==> config.mk <==
export PLATFORM = sky130hd
export DESIGN_NAME = smpf_ctrl
export DESIGN_NICKNAME = d
export VERILOG_FILES = /design/src/rtl/smpf_pkg.sv /design/src/rtl/smpf_ctrl.sv
export VERILOG_INCLUDE_DIRS = /design/src /design/src/rtl
export SDC_FILE = /design/constraint.sdc
export NUM_CORES = 1
export LEC_CHECK = 0
export ABC_CLOCK_PERIOD_IN_PS = 3700
export BUFFER_PORTS_ARGS = -buffer_cell sky130_fd_sc_hd__buf_2
export CORE_ASPECT_RATIO = 0.7
export CORE_MARGIN = 3
export CORE_UTILIZATION = 43
export DETAILED_ROUTE_END_ITERATION = 8
export PLACE_DENSITY = 0.67
export SETUP_SLACK_MARGIN = 0.02
export SLEW_MARGIN = 20
export SYNTH_ARGS = -nofsm -noshare
export SYNTH_HDL_FRONTEND = slang
export SYNTH_SLANG_ARGS = --single-unit
==> constraint.sdc <==
create_clock -name clk -period 3.7 [get_ports clk]
set_input_delay 1.11 -clock clk [delete_from_list [all_inputs] [get_ports clk]]
set_output_delay 1.11 -clock clk [all_outputs]
set_load 0.01 [all_outputs]
==> src/rtl/seam_min_path_finder_defines.svh <==
// ----------------------------------------------------------------------------
// seam_min_path_finder_defines
// assertion macros used by the seam finder sequencer (smpf_ctrl)
// ----------------------------------------------------------------------------
`ifndef SEAM_MIN_PATH_FINDER_DEFINES_SVH
`define SEAM_MIN_PATH_FINDER_DEFINES_SVH

// condition holds at every clock edge out of reset
`define SMPF_ASSERT_ALWAYS(lbl, cond, msg) \
    lbl: assert property (@(posedge clk) disable iff (!rst_n) (cond)) else $error(msg);

// antecedent implies consequent in the same cycle
`define SMPF_ASSERT_IMPLY(lbl, ante, cons, msg) \
    lbl: assert property (@(posedge clk) disable iff (!rst_n) (ante) |-> (cons)) else $error(msg);

`endif

==> src/rtl/smpf_pkg.sv <==
// ----------------------------------------------------------------------------
// smpf_pkg
// shared types and constants of the vertical seam finder
// ----------------------------------------------------------------------------
package smpf_pkg;

    localparam int DEF_MAX_WIDTH  = 256;
    localparam int DEF_MAX_HEIGHT = 64;

    localparam int WEIGHT_W   = 21;
    localparam int COST_W     = 28;
    localparam int STEP_W     = 2;
    localparam int SEAM_W     = 8;
    localparam int CFG_H_W    = 7;
    localparam int CFG_W_W    = 9;
    localparam int APB_ADDR_W = 3;
    localparam int APB_DATA_W = 32;
    localparam int S_TDATA_W  = 24;

    localparam logic [CFG_H_W-1:0] HEIGHT_RESET = 7'd64;
    localparam logic [CFG_W_W-1:0] WIDTH_RESET  = 9'd256;
    localparam logic [CFG_W_W-1:0] WIDTH_MIN    = 9'd2;

    // register index, taken from paddr[2]
    localparam logic REG_HEIGHT = 1'b0;
    localparam logic REG_WIDTH  = 1'b1;

    // step-back codes: which cell of the row below the seam moves to
    localparam logic [STEP_W-1:0] STEP_LEFT  = 2'd0;
    localparam logic [STEP_W-1:0] STEP_MID   = 2'd1;
    localparam logic [STEP_W-1:0] STEP_RIGHT = 2'd2;

    typedef enum logic [2:0] {
        ST_LOAD,
        ST_ROW,
        ST_ROW_WAIT,
        ST_EMIT,
        ST_STEP
    } smpf_state_t;

    typedef struct packed {
        logic weight_wr;
        logic sweep_issue;
        logic sweep_rd;
        logic bottom;
        logic top;
        logic trace_init;
        logic trace_load;
        logic trace_step;
    } smpf_cmd_t;

    typedef struct packed {
        logic busy;
        logic out_free;
    } smpf_status_t;

endpackage

==> src/rtl/smpf_ctrl.sv <==
// ----------------------------------------------------------------------------
// smpf_ctrl
// sequencer for loading, the bottom-up cost sweep and the seam trace
// ----------------------------------------------------------------------------
`include "seam_min_path_finder_defines.svh"

module smpf_ctrl #(
    parameter int MAX_WIDTH  = smpf_pkg::DEF_MAX_WIDTH,
    parameter int MAX_HEIGHT = smpf_pkg::DEF_MAX_HEIGHT,
    parameter int ROW_W      = (MAX_HEIGHT > 1) ? $clog2(MAX_HEIGHT) : 1,
    parameter int CNT_W      = $clog2(MAX_WIDTH + 1)
) (
    input  logic                          clk,
    input  logic                          rst_n,
    input  logic                          s_tvalid,
    output logic                          s_tready,
    input  logic                          cfg_clear,
    input  logic [smpf_pkg::CFG_H_W-1:0]  cfg_height,
    input  logic [smpf_pkg::CFG_W_W-1:0]  cfg_width,
    input  smpf_pkg::smpf_status_t        stat,
    output smpf_pkg::smpf_cmd_t           cmd,
    output logic [ROW_W-1:0]              row,
    output logic [CNT_W-1:0]              col
);

    smpf_pkg::smpf_state_t state_reg;
    smpf_pkg::smpf_state_t state_next;
    logic [ROW_W-1:0] row_reg;
    logic [ROW_W-1:0] row_next;
    logic [CNT_W-1:0] col_reg;
    logic [CNT_W-1:0] col_next;
    logic [CNT_W-1:0] eff_w;
    logic [CNT_W-1:0] w_last;
    logic [ROW_W-1:0] h_last;

    // clamp the size registers into the supported range
    always_comb
    begin
        if (cfg_width < smpf_pkg::WIDTH_MIN)
        begin
            eff_w = CNT_W'(2);
        end
        else if (32'(cfg_width) > 32'(MAX_WIDTH))
        begin
            eff_w = CNT_W'(MAX_WIDTH);
        end
        else
        begin
            eff_w = CNT_W'(cfg_width);
        end

        if (cfg_height == '0)
        begin
            h_last = '0;
        end
        else if (32'(cfg_height) > 32'(MAX_HEIGHT))
        begin
            h_last = ROW_W'(MAX_HEIGHT - 1);
        end
        else
        begin
            h_last = ROW_W'(cfg_height - smpf_pkg::CFG_H_W'(1));
        end
    end

    assign w_last = eff_w - CNT_W'(1);

    always_comb
    begin
        state_next = state_reg;
        row_next   = row_reg;
        col_next   = col_reg;
        unique case (state_reg)
            smpf_pkg::ST_LOAD:
            begin
                if (cfg_clear)
                begin
                    row_next = '0;
                    col_next = '0;
                end
                else if (s_tvalid)
                begin
                    if (col_reg == w_last)
                    begin
                        col_next = '0;
                        if (row_reg == h_last)
                        begin
                            state_next = smpf_pkg::ST_ROW;
                        end
                        else
                        begin
                            row_next = row_reg + ROW_W'(1);
                        end
                    end
                    else
                    begin
                        col_next = col_reg + CNT_W'(1);
                    end
                end
            end
            smpf_pkg::ST_ROW:
            begin
                // one extra slot past the last column flushes the window
                if (col_reg == eff_w)
                begin
                    col_next   = '0;
                    state_next = smpf_pkg::ST_ROW_WAIT;
                end
                else
                begin
                    col_next = col_reg + CNT_W'(1);
                end
            end
            smpf_pkg::ST_ROW_WAIT:
            begin
                if (!stat.busy)
                begin
                    if (row_reg == '0)
                    begin
                        state_next = smpf_pkg::ST_EMIT;
                    end
                    else
                    begin
                        row_next   = row_reg - ROW_W'(1);
                        state_next = smpf_pkg::ST_ROW;
                    end
                end
            end
            smpf_pkg::ST_EMIT:
            begin
                if (stat.out_free)
                begin
                    if (row_reg == h_last)
                    begin
                        row_next   = '0;
                        col_next   = '0;
                        state_next = smpf_pkg::ST_LOAD;
                    end
                    else
                    begin
                        state_next = smpf_pkg::ST_STEP;
                    end
                end
            end
            smpf_pkg::ST_STEP:
            begin
                row_next   = row_reg + ROW_W'(1);
                state_next = smpf_pkg::ST_EMIT;
            end
            default:
            begin
                state_next = smpf_pkg::ST_LOAD;
            end
        endcase
    end

    always_comb
    begin
        cmd        = '0;
        cmd.bottom = row_reg == h_last;
        cmd.top    = row_reg == '0;
        s_tready   = 1'b0;
        unique case (state_reg)
            smpf_pkg::ST_LOAD:
            begin
                s_tready      = 1'b1;
                cmd.weight_wr = s_tvalid;
            end
            smpf_pkg::ST_ROW:
            begin
                cmd.sweep_issue = 1'b1;
                cmd.sweep_rd    = col_reg != eff_w;
            end
            smpf_pkg::ST_ROW_WAIT:
            begin
                cmd.trace_init = !stat.busy && (row_reg == '0);
            end
            smpf_pkg::ST_EMIT:
            begin
                cmd.trace_load = stat.out_free;
            end
            smpf_pkg::ST_STEP:
            begin
                cmd.trace_step = 1'b1;
            end
            default:
            begin
                cmd = cmd;
            end
        endcase
    end

    always_ff @(posedge clk or negedge rst_n)
    begin
        if (!rst_n)
        begin
            state_reg <= smpf_pkg::ST_LOAD;
            row_reg   <= '0;
            col_reg   <= '0;
        end
        else
        begin
            state_reg <= state_next;
            row_reg   <= row_next;
            col_reg   <= col_next;
        end
    end

    assign row = row_reg;
    assign col = col_reg;

    `SMPF_ASSERT_IMPLY(a_load_idle, s_tvalid && s_tready, !stat.busy, "weight taken while sweep busy")
    `SMPF_ASSERT_IMPLY(a_trace_free, cmd.trace_load, stat.out_free, "seam result overwrote pending output")
    `SMPF_ASSERT_IMPLY(a_sweep_col, state_reg == smpf_pkg::ST_ROW, col_reg <= eff_w, "sweep ran past row end")
    `SMPF_ASSERT_ALWAYS(a_row_range, row_reg <= h_last, "row counter beyond map height")

endmodule

==> impl_metrics.py, run 1 <==
metrics = {
    "run_status": {
        "run_status": "complete, but fails checks",
        "failed_checks": "negative setup slack",
    },
    "grt": {
        "vias_in_the_first_global_route": 2417,
        "grt_first_pass_wirelength_um": 12120,
        "grtUsageTotal": 0.2375,
        "grt_start_max_net_pins": 19,
        "grt_antenna_before_repair": 0,
        "gr_ovfl_total": 0,
    },
    "floorplanning": {
        "io-pin-count": 46,
        "floorplan.die_area_mm2": 0.006481,
        "std_cell_core_area_mm2": 0.005045,
        "die-width_um": 94.94,
        "rows": 21,
        "chipHeight_um": 68.26,
        "initial_utilization": 0.4720,
    },
    "detailed_routing": {
        "top_signal_layer_used": "met4",
        "drc": 0,
        "count_of_routing_violations_after_the_opening_detailed_route_iteration": 256,
        "drt_pre_antenna_iters": 5,
        "route.antenna.remaining_nets": 0,
        "routed_wirelength_um": 7801,
        "avgViaCountPerCell": 6.126,
        "post_drt_wl_per_cell_um": 17.18,
        "met2_layer_wire_length_in_the_routed_design_um": 3208,
        "met1_layer_wirelength_in_the_final_routing_um": 3855,
        "dr_wl_met3_um": 694,
        "num_vias": 2781,
    },
    "placement": {
        "dp_hpwl_um": 5786,
        "postPlaceCellArea_mm2": 0.002934,
        "gp_congestion": 0.9682,
        "portBuffers": 45,
        "dp_worst_setup_slack_ps": -280.3,
    },
    "logic_synthesis": {
        "synth-async-reset-ratio": 1.000,
        "most_frequent_cell_after_synthesis": "sky130_fd_sc_hd__nor2_1",
        "synth_unique_cells": 68,
        "synth.yosys.seq_area_share": 0.1892,
        "post_synth_instance_area_mm2": 0.002381,
        "top_flip_flop_cell_by_instance_count_after_synthesis": "sky130_fd_sc_hd__dfrtp_1",
        "synth_compound_gate_area_share": 0.3347,
        "synth_top_area_share": 0.1892,
        "synth_area_per_cell_um2": 7.511,
        "synth_nets": 346,
        "ys_top_cells_by_area": "sky130_fd_sc_hd__dfrtp_1, sky130_fd_sc_hd__xnor2_1, sky130_fd_sc_hd__nor2_1",
        "synth_top_cell_by_area": "sky130_fd_sc_hd__dfrtp_1",
        "synth_adder_area_share": 0.04099,
        "yosysWarnings": 0,
        "synth_commonest_cells": "sky130_fd_sc_hd__nor2_1, sky130_fd_sc_hd__inv_1, sky130_fd_sc_hd__dfrtp_1",
        "netlist_instances": 317,
        "fraction_of_synthesized_area_in_multiplexers": 0.02102,
        "synth_xor_area_frac": 0.05885,
        "synth-edff-count": 0,
        "ys_ff_latch": 18,
        "largest_family_of_logic_cells_by_synthesized_area": "compound AO/OA/AOI/OAI gates",
        "area_share_of_and_or_nand_nor_cells_after_synthesis": 0.2727,
    },
    "clock_tree": {
        "tritoncts": "yes",
        "cts.htree.levels": 1,
        "cts_hold_buf": 0,
        "worst_skew_pair.late_latency_ps": 260,
        "cts_made_buffers": 3,
        "clock-root-buffer": "sky130_fd_sc_hd__clkbuf_8",
        "ctsLongestPathBuffers": 2,
        "clkSinkCount": 18,
        "clkSlewWorstSetupHoldPaths_ps": 80,
    },
    "min_path": {
        "min_from": "col[0]$_DFFE_PN0P_",
        "hp-class": "flop to flop",
    },
    "setup_path": {
        "required_ps": 2590,
        "crit_type": "input port to output port",
        "type_of_element_launching_the_critical_path": "input port",
        "path_max_fanout": 5,
        "critPathCaptureType": "output port",
        "r2r_start": "row[3]$_DFFE_PN0P_",
        "worst-endpoint-arrival_ps": 2770,
        "startpoint": "cfg_height[2]",
        "reg2reg_setup_slack_ps": 1020,
    },
    "power_and_ir_drop": {
        "power.switching_fraction": 0.5223,
        "intPower_mw": 1.032,
        "share_comb_of_total_power": 0.684,
        "leakagePower_nw": 1.414,
        "power.density_mw_per_mm2": 650.6,
        "vdd_ir_drop_max_uv": 430.3,
        "p_clk_frac": 0.078,
        "power_frac_seq": 0.239,
        "switching_pwr_mw": 1.128,
    },
    "flow_run": {
        "max_cap_viol_count": 0,
    },
    "cells_and_area": {
        "layout.filler_cells": 436,
        "finish.net_count": 415,
        "area_growth_pct": 39.41,
        "max_reg_flops": 9,
        "finalInstanceArea_mm2": 0.003319,
        "antenna_cells": 0,
        "final_layout_size_suffix_gt1_frac": 0.3818,
    },
    "timing": {
        "setup_ws_ps": -182.8,
        "max_freq_ghz": 0.2575,
        "final_setup_violation_count": 3,
        "final-hold-violation-count": 0,
        "rsz0062_at_grt": "true",
        "clock-skew-final_ps": 4.363,
        "holdWs_ps": 644.4,
        "worst-slew-pin-transition_ps": 861.6,
        "finalWorstPathRequiredPeriod_ps": 3883,
        "report.final.slew_viol_count": 0,
        "maxSlewHeadroom": 0.4204,
        "period_share": 1.049,
    },
}
-- cells in the final DEF (no fill, tap or decap), types with 3 or more instances in the layout --
master                     count
sky130_fd_sc_hd__a211o_1       4
sky130_fd_sc_hd__a21boi_0      5
sky130_fd_sc_hd__a21oi_1      13
sky130_fd_sc_hd__a221oi_1      3
sky130_fd_sc_hd__a31oi_1      11
sky130_fd_sc_hd__a41oi_1       3
sky130_fd_sc_hd__and3_1        5
sky130_fd_sc_hd__buf_2        40
sky130_fd_sc_hd__buf_4        36
sky130_fd_sc_hd__buf_6         7
sky130_fd_sc_hd__clkbuf_8      4
sky130_fd_sc_hd__dfrtp_1      18
sky130_fd_sc_hd__ha_1          5
sky130_fd_sc_hd__inv_1        20
sky130_fd_sc_hd__mux2i_1       5
sky130_fd_sc_hd__nand2_1      16
sky130_fd_sc_hd__nand2b_1      7
sky130_fd_sc_hd__nand3_1       8
sky130_fd_sc_hd__nand4_1       4
sky130_fd_sc_hd__nor2_1       29
sky130_fd_sc_hd__nor2b_1       7
sky130_fd_sc_hd__nor3_1        5
sky130_fd_sc_hd__nor4_1        6
sky130_fd_sc_hd__o211ai_1      4
sky130_fd_sc_hd__o21ai_0       6
sky130_fd_sc_hd__o21ai_2       7
sky130_fd_sc_hd__o221ai_2      7
sky130_fd_sc_hd__o22ai_1       3
sky130_fd_sc_hd__o22ai_2       3
sky130_fd_sc_hd__or2_2         3
sky130_fd_sc_hd__or4_1         3
sky130_fd_sc_hd__xnor2_1      11
sky130_fd_sc_hd__xor2_1        3
-- layer usage --
metal	up-vias	track usage
met2	127	0.3292
met3	8	0.04505
met1	1302	0.3818
met5	-	0
li1	1344	-
met4	0	0.02518
-- area by class of cell --
type	instances	area (um^2)	share of cell area
Multi-Input combinational cell	253	2017	0.6076
Timing Repair Buffer	87	619.3	0.1866
Sequential cell	18	450.4	0.1357
Inverter	23	91.34	0.02752
Tap cell	69	86.33	0.02601
Clock buffer	4	55.05	0.01659
-- power by group through the flow --
stage	combinational, mW	clock, mW	sequential [mW]
after CTS	1.29	0.170	0.501
final	1.48	0.167	0.515
after floorplan	0.988	0	0.390
after global routing	1.62	0.177	0.539
after global placement	1.26	0	0.499
after detailed placement	1.26	0	0.504
-- critical path: stages --
cell and delay [ps]:
sky130_fd_sc_hd__buf_2 130, sky130_fd_sc_hd__or4_4 520, sky130_fd_sc_hd__a32o_2 240, sky130_fd_sc_hd__or3_1 300, sky130_fd_sc_hd__and4_4 210, sky130_fd_sc_hd__nand3_4 90, sky130_fd_sc_hd__inv_2 50, sky130_fd_sc_hd__buf_6 110
-- path summary, 6_finish.rpt --
check	depth (start not counted)	to
worst max-delay path	8	cmd[4]
worst min register to register	1	col[0]$_DFFE_PN0P_
max in group asynchronous	1	state_reg[2]$_DFFE_PN0P_
min in group asynchronous	1	row[3]$_DFFE_PN0P_
worst max register to register	8	col[0]$_DFFE_PN0P_
worst min-delay path	1	col[0]$_DFFE_PN0P_
-- kinds of logic after synthesis --
| logic type | Yosys count |
|---|---|
| and+or+nand+nor | 117 |
| AOI/OAI and AO/OA | 106 |
| buffers and inverters | 47 |
| DFF | 18 |
| xor gates and xnor gates | 16 |
| adders and majority gates | 8 |
| muxes | 5 |
-- repair_timing --
action,CTS,global route
cloned,1,0
pin swaps,2,20
resized for setup,11,47
hold endpoints to repair,0,0
setup buffers,0,3
setup endpoints to repair,9,18
-- metrics by stage --
step | instances | setup TNS, ps | util | power [mW]
2_1_floorplan | 317 | -1713 | - | 1.378
3_3_place_gp | 446 | -2362 | 0.5816 | 1.760
3_5_place_dp | 446 | -3915 | 0.5816 | 1.767
4_1_cts | 451 | -276.8 | 0.6047 | 1.965
5_1_grt | 454 | -1844 | 0.6580 | 2.337
6_report | 454 | -315.5 | 0.6580 | 2.160
Power figures use the tool's default switching activity.
==> run 2, diff against run 1 <==
--- a/config.mk
+++ b/config.mk
@@ -6,13 +6,13 @@
 export SDC_FILE = /design/constraint.sdc
 export NUM_CORES = 1
 export LEC_CHECK = 0
-export ABC_CLOCK_PERIOD_IN_PS = 3700
+export ABC_CLOCK_PERIOD_IN_PS = 3650
 export BUFFER_PORTS_ARGS = -buffer_cell sky130_fd_sc_hd__buf_2
 export CORE_ASPECT_RATIO = 0.7
 export CORE_MARGIN = 3
 export CORE_UTILIZATION = 43
 export DETAILED_ROUTE_END_ITERATION = 8
-export PLACE_DENSITY = 0.67
+export PLACE_DENSITY = 0.65
 export SETUP_SLACK_MARGIN = 0.02
 export SLEW_MARGIN = 20
 export SYNTH_ARGS = -nofsm -noshare
==> constraint.sdc (replaced) <==
create_clock -name clk -period 3.65 [get_ports clk]
set_input_delay 1.095 -clock clk [delete_from_list [all_inputs] [get_ports clk]]
set_output_delay 1.095 -clock clk [all_outputs]
set_load 0.01 [all_outputs]
==> impl_metrics.py, run 2 (synthesized netlist as in run 1, its figures left out) <==
metrics = {
    "run_status": {
        "run_status": "complete, but fails checks",
        "failed_checks": "negative setup slack",
    },
    "clock_tree": {
        "clkSlewWorstSetupHoldPaths_ps": 70,
        "ctsLongestPathBuffers": 2,
        "worst_skew_pair.late_latency_ps": 260,
        "clkSinkCount": 18,
        "cts_hold_buf": 0,
        "clock-root-buffer": "sky130_fd_sc_hd__clkbuf_8",
        "cts_made_buffers": 3,
        "cts.htree.levels": 1,
        "tritoncts": "yes",
    },
    "floorplanning": {
        "die-width_um": 94.94,
        "chipHeight_um": 68.26,
        "std_cell_core_area_mm2": 0.005045,
        "floorplan.die_area_mm2": 0.006481,
        "initial_utilization": 0.4720,
        "io-pin-count": 46,
        "rows": 21,
    },
    "detailed_routing": {
        "count_of_routing_violations_after_the_opening_detailed_route_iteration": 260,
        "route.antenna.remaining_nets": 0,
        "routed_wirelength_um": 8098,
        "avgViaCountPerCell": 6.208,
        "post_drt_wl_per_cell_um": 17.72,
        "drt_pre_antenna_iters": 5,
        "num_vias": 2837,
        "drc": 0,
    },
    "cells_and_area": {
        "final_layout_size_suffix_gt1_frac": 0.3582,
        "area_growth_pct": 36.15,
        "layout.cells.most_common": "sky130_fd_sc_hd__buf_4",
        "mostFrequentLayoutCells": "sky130_fd_sc_hd__buf_4, sky130_fd_sc_hd__buf_2, sky130_fd_sc_hd__nor2_1",
        "layout.filler_cells": 443,
        "finish.net_count": 419,
        "post_layout_nonfiller_instances": 457,
        "max_reg_flops": 9,
        "antenna_cells": 0,
    },
    "grt": {
        "vias_in_the_first_global_route": 2264,
        "grt_start_max_net_pins": 19,
        "grtUsageTotal": 0.2415,
        "gr_ovfl_total": 0,
        "grt_first_pass_wirelength_um": 12070,
        "grt_antenna_before_repair": 0,
    },
    "setup_path": {
        "worst_path_max_delay_cell": "sky130_fd_sc_hd__or4_4",
        "delay_of_the_slowest_cell_on_the_worst_path_ps": 400,
        "worst-path-buf-inv": 4,
        "sequence_of_cells_on_the_critical_path": "buf_8 -> inv_4 -> ha_4 -> or4_4 -> a32o_1 -> or3_1 -> and4_4 -> nand3_4 -> inv_2 -> buf_6",
        "required_ps": 2550,
        "worst-endpoint-arrival_ps": 2720,
        "r2r_start": "row[3]$_DFFE_PN0P_",
        "reg2regPathDepth": 8,
        "reg2reg_setup_slack_ps": 950,
        "critical-path-top-delay-family": "simple AND/OR/NAND/NOR gates",
        "critPathCaptureType": "output port",
        "startpoint": "cfg_height[0]",
        "timing.rr.end": "col[6]$_DFFE_PN0P_",
        "path_max_fanout": 3,
        "type_of_element_launching_the_critical_path": "input port",
        "crit_type": "input port to output port",
    },
    "flow_run": {
        "max_cap_viol_count": 0,
    },
    "timing": {
        "worst-slew-pin-transition_ps": 835.9,
        "final_setup_violation_count": 2,
        "period_share": 1.046,
        "final-hold-violation-count": 0,
        "clock-skew-final_ps": 3.667,
        "setup_ws_ps": -167.0,
        "rsz0062_at_grt": "true",
        "max_freq_ghz": 0.2620,
        "finalWorstPathRequiredPeriod_ps": 3817,
        "report.final.slew_viol_count": 0,
        "maxSlewHeadroom": 0.4385,
    },
    "placement": {
        "dp_hpwl_um": 6112,
        "gp_congestion": 0.9216,
        "portBuffers": 45,
        "post-place-cells": 452,
    },
    "power_and_ir_drop": {
        "p_clk_frac": 0.067,
        "switching_pwr_mw": 1.135,
        "leakagePower_nw": 1.393,
        "share_comb_of_total_power": 0.694,
        "total_power_mw": 2.140,
        "power.switching_fraction": 0.5303,
        "power.density_mw_per_mm2": 660.3,
        "vdd_ir_drop_max_uv": 437.0,
        "intPower_mw": 1.005,
        "power_frac_seq": 0.239,
    },
    "min_path": {
        "min_from": "col[0]$_DFFE_PN0P_",
        "hold-path-cell-count": 1,
        "hp-class": "flop to flop",
        "whs_endpoint": "col[0]$_DFFE_PN0P_",
    },
}
[run 2: per-stage QoR]
| stage | setup WS [ps] | util | cell area (um^2) | setup TNS [ps] | hold slack [ps] |
|---|---|---|---|---|---|
| 2_1_floorplan | -205.6 | - | 2455 | -2339 | 583.6 |
| 3_3_place_gp | -254.3 | 0.5863 | 2958 | -3019 | 578.4 |
| 3_5_place_dp | -293.6 | 0.5863 | 2958 | -4173 | 576.7 |
| 4_1_cts | -153.0 | 0.6131 | 3093 | -279.3 | 622.3 |
| 5_1_grt | -219.7 | 0.6426 | 3242 | -1341 | 632.9 |
| 6_report | -167.0 | 0.6426 | 3242 | -270.2 | 615.1 |
[run 2: worst max-delay path by stage]
stage	endpoint	cells past startpoint
floorplan	col[2]$_DFFE_PN0P_	12
global placement	cmd[4]	10
detailed placement	col[8]$_DFFE_PN0P_	11
CTS	cmd[4]	10
global route	cmd[4]	10
finish	cmd[4]	10
[run 2: final cells by class]
class	instances	area (um^2)	share of cell area
Inverter	23	91.34	0.02817
Sequential cell	18	450.4	0.1389
Clock buffer	3	41.29	0.01274
Multi-Input combinational cell	253	1952	0.6021
Timing Repair Buffer	91	620.6	0.1914
Tap cell	69	86.33	0.02663
[run 2: power by group through the flow]
stage	Combinational [mW]	Sequential [mW]	Clock [mW]
finish	1.49	0.512	0.143
global placement	1.28	0.507	0
floorplan	0.990	0.395	0
detailed placement	1.30	0.507	0
global route	1.61	0.538	0.150
CTS	1.35	0.504	0.142
[run 2: worst register-to-register path, stage by stage (launching register included)]
cell                       delay (ps)
sky130_fd_sc_hd__dfrtp_1          530
sky130_fd_sc_hd__a21boi_0         210
sky130_fd_sc_hd__o211a_1          210
sky130_fd_sc_hd__a311oi_1         260
sky130_fd_sc_hd__a211o_1          250
sky130_fd_sc_hd__buf_4            150
sky130_fd_sc_hd__a41o_1           340
sky130_fd_sc_hd__and2_1           450
sky130_fd_sc_hd__o221ai_1         180
[run 2: routing by layer]
| metal | wire length [um] | global-route usage |
|---|---|---|
| met5 | 0 | 0 |
| met1 | 4080 | 0.4161 |
| met4 | 40 | 0.01439 |
| met2 | 3092 | 0.2941 |
| met3 | 883 | 0.05714 |
[run 2: what timing repair did]
action                                  4_1_cts  5_1_grt
pin swaps                                     4       17
gates resized for setup                      16       33
gates cloned                                  1        0
buffers inserted                              0        1
endpoints found under the setup margin       11       18
